## config.mk

```make
export PLATFORM = sky130hd
export DESIGN_NAME = sem_mag
export DESIGN_NICKNAME = d
export VERILOG_FILES = /design/src/hw/rtl/sem_pkg.sv /design/src/hw/rtl/sem_mag.sv
export SDC_FILE = /design/constraint.sdc
export NUM_CORES = 1
export LEC_CHECK = 0
export BUFFER_PORTS_ARGS = -buffer_cell sky130_fd_sc_hd__buf_2
export CAP_MARGIN = 20
export CORE_UTILIZATION = 65
export DETAILED_ROUTE_END_ITERATION = 12
export PLACE_DENSITY = 0.86
export RECOVER_POWER = 25
export REMOVE_ABC_BUFFERS = 1
export SKIP_CTS_REPAIR_TIMING = 1
export SLEW_MARGIN = 30
export SYNTH_ARGS = -nofsm -noshare
export SYNTH_HDL_FRONTEND = slang
export SYNTH_SLANG_ARGS = --single-unit
```

## constraint.sdc

```tcl
create_clock -name clk -period 18.8 [get_ports clk]
set_input_delay 5.64 -clock clk [delete_from_list [all_inputs] [get_ports clk]]
set_output_delay 5.64 -clock clk [all_outputs]
set_load 0.1 [all_outputs]
```

## src/hw/rtl/sem_pkg.sv

```systemverilog
// sobel edge magnitude package: sizes, register indexes, shared types and helpers
// used by every module of the block but sem_ram; depends on nothing
package sem_pkg;

  localparam int MAX_WIDTH  = 1024;
  localparam int MAX_HEIGHT = 1024;
  localparam int PIX_W      = 8;
  localparam int CFG_W      = 11;
  localparam int CFG_IDX_W  = 2;

  localparam logic [CFG_IDX_W-1:0] REG_WIDTH  = CFG_IDX_W'(0);
  localparam logic [CFG_IDX_W-1:0] REG_HEIGHT = CFG_IDX_W'(1);

  localparam int COL_W  = $clog2(MAX_WIDTH);
  localparam int CNT_W  = COL_W + 1;
  localparam int WID_W  = $clog2(MAX_WIDTH + 1);
  localparam int HGT_W  = $clog2(MAX_HEIGHT + 1);
  localparam int ROW_W  = $clog2(MAX_HEIGHT + 2);
  localparam int ACC_W  = PIX_W + 2;
  localparam int GRAD_W = PIX_W + 3;
  localparam int SUM_W  = 2 * GRAD_W - 1;
  localparam int SQ_N   = PIX_W;

  typedef logic [PIX_W-1:0] pix_t;

  typedef struct packed {
    logic [WID_W-1:0] width;
    logic [HGT_W-1:0] height;
  } dims_t;

  typedef struct packed {
    logic signed [GRAD_W-1:0] gx;
    logic signed [GRAD_W-1:0] gy;
    logic                     last;
  } grad_t;

  // weighted 1,2,1 sum of three pixels
  function automatic logic [ACC_W-1:0] wsum(pix_t a, pix_t b, pix_t c);
    return ACC_W'(a) + ACC_W'({b, 1'b0}) + ACC_W'(c);
  endfunction

  function automatic logic [WID_W-1:0] clamp_width(logic [CFG_W-1:0] v);
    if (v == '0) return WID_W'(1);
    else if (32'(v) > 32'(MAX_WIDTH)) return WID_W'(MAX_WIDTH);
    else return WID_W'(v);
  endfunction

  function automatic logic [HGT_W-1:0] clamp_height(logic [CFG_W-1:0] v);
    if (v == '0) return HGT_W'(1);
    else if (32'(v) > 32'(MAX_HEIGHT)) return HGT_W'(MAX_HEIGHT);
    else return HGT_W'(v);
  endfunction

endpackage

```

## src/hw/rtl/sem_mag.sv

```systemverilog
// gradient magnitude: sum of squares, then one root bit per pipeline stage
// depends on sem_pkg
module sem_mag (
  input  logic           clk,
  input  logic           rst_n,
  input  logic           adv,
  input  logic           grad_vld,
  input  sem_pkg::grad_t grad,
  output logic           mag_vld,
  output sem_pkg::pix_t  mag,
  output logic           mag_last
);
  import sem_pkg::*;

  logic signed [2*GRAD_W-1:0] sqx, sqy;
  logic [SUM_W-1:0]           sum;

  logic               vld_r [0:SQ_N];
  logic               sat_r [0:SQ_N];
  logic               lt_r  [0:SQ_N];
  logic [2*PIX_W-1:0] sm_r  [0:SQ_N-1];
  pix_t               rt_r  [1:SQ_N];

  assign sqx = grad.gx * grad.gx;
  assign sqy = grad.gy * grad.gy;
  assign sum = sqx[SUM_W-1:0] + sqy[SUM_W-1:0];

  always_ff @(posedge clk) begin
    if (!rst_n) begin
      vld_r[0] <= 1'b0;
    end else if (adv) begin
      vld_r[0] <= grad_vld;
    end
  end

  always_ff @(posedge clk) begin
    if (adv) begin
      sm_r[0]  <= sum[2*PIX_W-1:0];
      sat_r[0] <= |sum[SUM_W-1:2*PIX_W];
      lt_r[0]  <= grad.last;
    end
  end

  for (genvar i = 1; i <= SQ_N; i++) begin : g_root
    pix_t               prev, trial;
    logic [2*PIX_W-1:0] trial_sq;

    if (i == 1) begin : g_first
      assign prev = '0;
    end else begin : g_next
      assign prev = rt_r[i-1];
    end

    assign trial    = prev | PIX_W'(1 << (SQ_N - i));
    assign trial_sq = trial * trial;

    always_ff @(posedge clk) begin
      if (!rst_n) begin
        vld_r[i] <= 1'b0;
      end else if (adv) begin
        vld_r[i] <= vld_r[i-1];
      end
    end

    always_ff @(posedge clk) begin
      if (adv) begin
        rt_r[i]  <= (trial_sq <= sm_r[i-1]) ? trial : prev;
        sat_r[i] <= sat_r[i-1];
        lt_r[i]  <= lt_r[i-1];
      end
    end

    if (i < SQ_N) begin : g_carry
      always_ff @(posedge clk) begin
        if (adv) begin
          sm_r[i] <= sm_r[i-1];
        end
      end
    end
  end

  assign mag_vld  = vld_r[SQ_N];
  assign mag      = sat_r[SQ_N] ? '1 : rt_r[SQ_N];
  assign mag_last = lt_r[SQ_N];

endmodule
```

[Word-level counts from Yosys, hierarchy flattened]
Memory sizes are Yosys's and may differ from the RTL's.
Cells that the tools add are included.
Operators by class
  multiplexer cells: 23
  reduce and logical (&&, ||, !) cells: 1
  bitwise logic cells: 9
  magnitude comparators: 8
  multiply operators: 9
  add/subtract/negate cells: 1
Operator list (count)
  $le 16x16->1: 7
  $mul 8x8->16: 7
  $mul 11x11->21: 2
  $add 21x21->21: 1
  $le 15x16->1 const A: 1
  $mux 8: 2
  $mux 1: 15
  $or 1x1->1: 9
  $mux 7: 1
  $mux 6: 1
  $mux 5: 1
  $reduce_or 5->1: 1
  $mux 4: 1
  $mux 3: 1
  $mux 2: 1
Word-level totals
  word-level logic and storage cells: 56
  flip-flop bits (word level): 0
  RAM bits: 219
  output and inout bits: 10
  memories: 5
  bits of input ports: 27
Memories
  sm_r: depth 8, bits a word 16, read ports 8, clocked after memory_dff 0, wr ports 8, RTL line sem_mag.sv:21  | logic [2*PIX_W-1:0] sm_r [0:SQ_N-1];
  rt_r: depth 8, bits a word 8, read ports 8, clocked after memory_dff 0, wr ports 8, RTL line sem_mag.sv:22  | pix_t rt_r [1:SQ_N];
  lt_r: depth 9, bits a word 1, read ports 9, clocked after memory_dff 0, wr ports 9, RTL line sem_mag.sv:20  | logic lt_r [0:SQ_N];
  sat_r: depth 9, bits a word 1, read ports 9, clocked after memory_dff 0, wr ports 9, RTL line sem_mag.sv:19  | logic sat_r [0:SQ_N];
  vld_r: depth 9, bits a word 1, read ports 9, clocked after memory_dff 0, wr ports 9, RTL line sem_mag.sv:18  | logic vld_r [0:SQ_N];

[Logic depth before layout (Yosys ltp)]
  word-level depth: 4
  gate-level depth with buffers: 25
  depth with buffers taken out: 24

[Least setup slack after synthesis]
OpenSTA, ideal clock, no wires.
  path kind: input to register
  start point: input grad[11] in the netlist's numbering
  end point: memory sat_r[0][0], data pin
  path buffers: 2
  setup slack: 6.835 ns
  setup time: 0.272 ns
  arrival time: 11.694 ns
  cell stages on the path: 22
  required time: 18.528 ns
  path through: clkbuf_1 -> clkbuf_1 -> nand2_1 -> inv_1 -> fa_1 -> inv_1 -> fa_1 -> inv_1 -> fa_1 -> fa_1 -> fa_1 -> fa_1 -> inv_1 -> fa_1 -> inv_1 -> ha_1 -> a21o_1 -> or3_1 -> o221ai_1 -> a31o_1 -> xnor2_1 -> o2111ai_1
RTL lines
  start: declaration: RTL line sem_mag.sv:8  | input sem_pkg::grad_t grad,
  end: declaration: RTL line sem_mag.sv:19

==> results.ini <==
[die]
floorplan.initialDensity_pct = 66.19
die_y_microns = 175.7
num_rows = 63
floorplan.core_area_sq_um = 29640
floorplan.die_area_sq_um = 30880
die_width_microns = 175.7
top_level_ports = 37

[clock_network]
worst_setup_hold_path_clk_slew_ns = 0.08
cts.sinks = 191
cts_tree = yes
numCtsBuffers = 17
max-clock-path-buffers = 2
htreeDepth = 4
clock_insertion_delay_worst_skew_ns = 0.45
root_buffer_cell = clkbuf_16

[place]
place_area_sq_um = 20180
numPortBuffers = 36
globalplace.congestion = 0.8611
dp_hpwl_mm = 29.94

[drt]
avgRoutedWirePerCell_microns = 17.11
vias_per_cell = 5.523
num_vias = 12030
finalWirelength_mm = 37.27
postRouteAntennaNets = 0
drt_pass1_iterations = 5
initialDrtViolationCount = 700
post-route-drc-count = 0

[global_route]
grtUsageTotal_pct = 25.83
gr-total-overflow = 0
grt_antenna_before_repair = 0
grt_max_degree = 104
grt_pass1_vias = 13580
wire_length_of_the_first_global_routing_pass_mm = 62.58

[logic_synthesis]
postSynthCellCount = 1751
async_reset_ff_share_pct = 0
ys_seq_elements = 191
mappedNetlistArea_sq_um = 19620
ys_seq_area_share_pct = 29.18
synth_area_per_cell_sq_um = 11.20
ys_types = 56
synthesis.yosys.warnings = 0
yosys_most_used_dff = edfxtp_1
edff_count_synth = 190

[job]
max_cap_violations = 0

[worst_setup_path]
worst-endpoint-required_ns = 18.99
crit_path_start_kind = input pin
criticalPathCategory = in2reg
setup.worst_path.end_class = register
worst_ep_arrival_time_ns = 12.02
critical_path_peak_fanout = 21

[finish]
layout.cells.most_common = inv_1
design_area_sq_um = 20840
layout.cells.most_common_list = 436 x inv_1, 280 x fa_1, 238 x ha_1, 190 x edfxtp_1, 91 x nand2_1
nets = 2320
n_antenna_cell = 0
final_layout_size_suffix_gt1_share_pct = 5.089
flow.area_growth_from_synthesis_pct = 6.212

[timing]
max_slew_margin_pct = 38.14
report.final.setup_viol = 0
setup_total_negative_slack_ns = 0
final-hold-violation-count = 0
achievable_frequency_mhz = 84.52
maxSlewViolCount = 0
setup_repair_after_global_routing_missed_its_margin = no
final_period_minus_worst_setup_slack_ns = 11.83
clock_skew_ns = 0.007535
fin_hold_ws_ns = 0.4225
period_share_pct = 62.93
slew_worst_pin_ns = 0.9280

[hold_path]
min_path_type = reg2reg

[run_status]
run_status = finished clean

## critical path: stages
cell	delay [ns]
buf_2	0.22
nand2_1	0.38
inv_1	0.24
fa_1	0.54
inv_1	0.05
fa_1	0.53
inv_1	0.06
fa_1	0.51
fa_1	0.44
fa_1	0.54
fa_1	0.57
inv_1	0.06
fa_1	0.53
inv_1	0.04
ha_1	0.36
a21o_1	0.24
or3_1	0.30
o221ai_1	0.28
a31o_1	0.21
xnor2_1	0.12
o2111ai_1	0.13
## sequential cells by signal, indices dropped and copies added (netlist names)
signal / flops
vld_r: 9
sm_r: 128
rt_r: 36
sat_r: 9
lt_r: 9
## metrics by stage
stage	instances	util (%)	setup slack, ns
global placement	2146	68.09	6.650
finish	2178	70.31	6.969
detailed placement	2146	68.09	6.473
floorplan	1719	-	7.194
CTS	2178	70.29	6.954
global route	2178	70.31	6.760
## path summary, 6_finish.rpt
check	from	end	slack, ns	cells past startpoint
worst min register to register	sat_r[0][1]	sat_r[0][2]	0.42	0
worst min-delay path	sat_r[0][1]	sat_r[0][2]	0.42	0
worst max register to register	rt_r[7][7]	rt_r[8][0]	12.79	20
worst max-delay path	grad[11]	sat_r[0][0]	6.97	21
## layer usage
layer	up-vias	global-route usage (%)	share of wire [%]
met2	344	48.73	54
met3	118	3.766	4.3
li1	5569	-	-
met1	5998	28.91	38
met4	0	10.76	3.7
met5	-	0	0
## area by class of cell
class,instances,area (sq um)
Clock inverter,15,227.7
Multi-Input combinational cell,1092,12140
Inverter,436,1637
Clock buffer,17,425.4
Sequential cell,191,5725
Fill cell,2008,8801
Timing Repair Buffer,37,197.7
Tap cell,390,488.0
## synthesized netlist by cell type (all sizes together), types with 16 or more instances
cell,n,share of area (%)
inv,436,8.3
fa,280,29
ha,238,15
edfxtp,190,29
nand2,91,1.7
and2,77,2.5
xnor2,77,3.4
nor2,47,0.90
a21oi,40,1.0
clkbuf,31,0.59
nor2b,26,0.83
a21o,24,0.92
o21ai,23,0.59
nand2b,16,0.51
## logic make-up after synthesis
logic type                 count (synthesis)  share of synthesized area [%]
muxes                                      7                         0.3826
buffers and inverters                    468                          8.954
adders and majority gates                518                          43.75
xor gates and xnor gates                  92                          4.107
AOI/OAI and AO/OA                        138                          4.598
DFF                                      191                          29.18
and+or+nand+nor                          337                          9.024
Power is not shown: default switching activity piles up to over one toggle a cycle in this logic, so the estimate is an artifact.
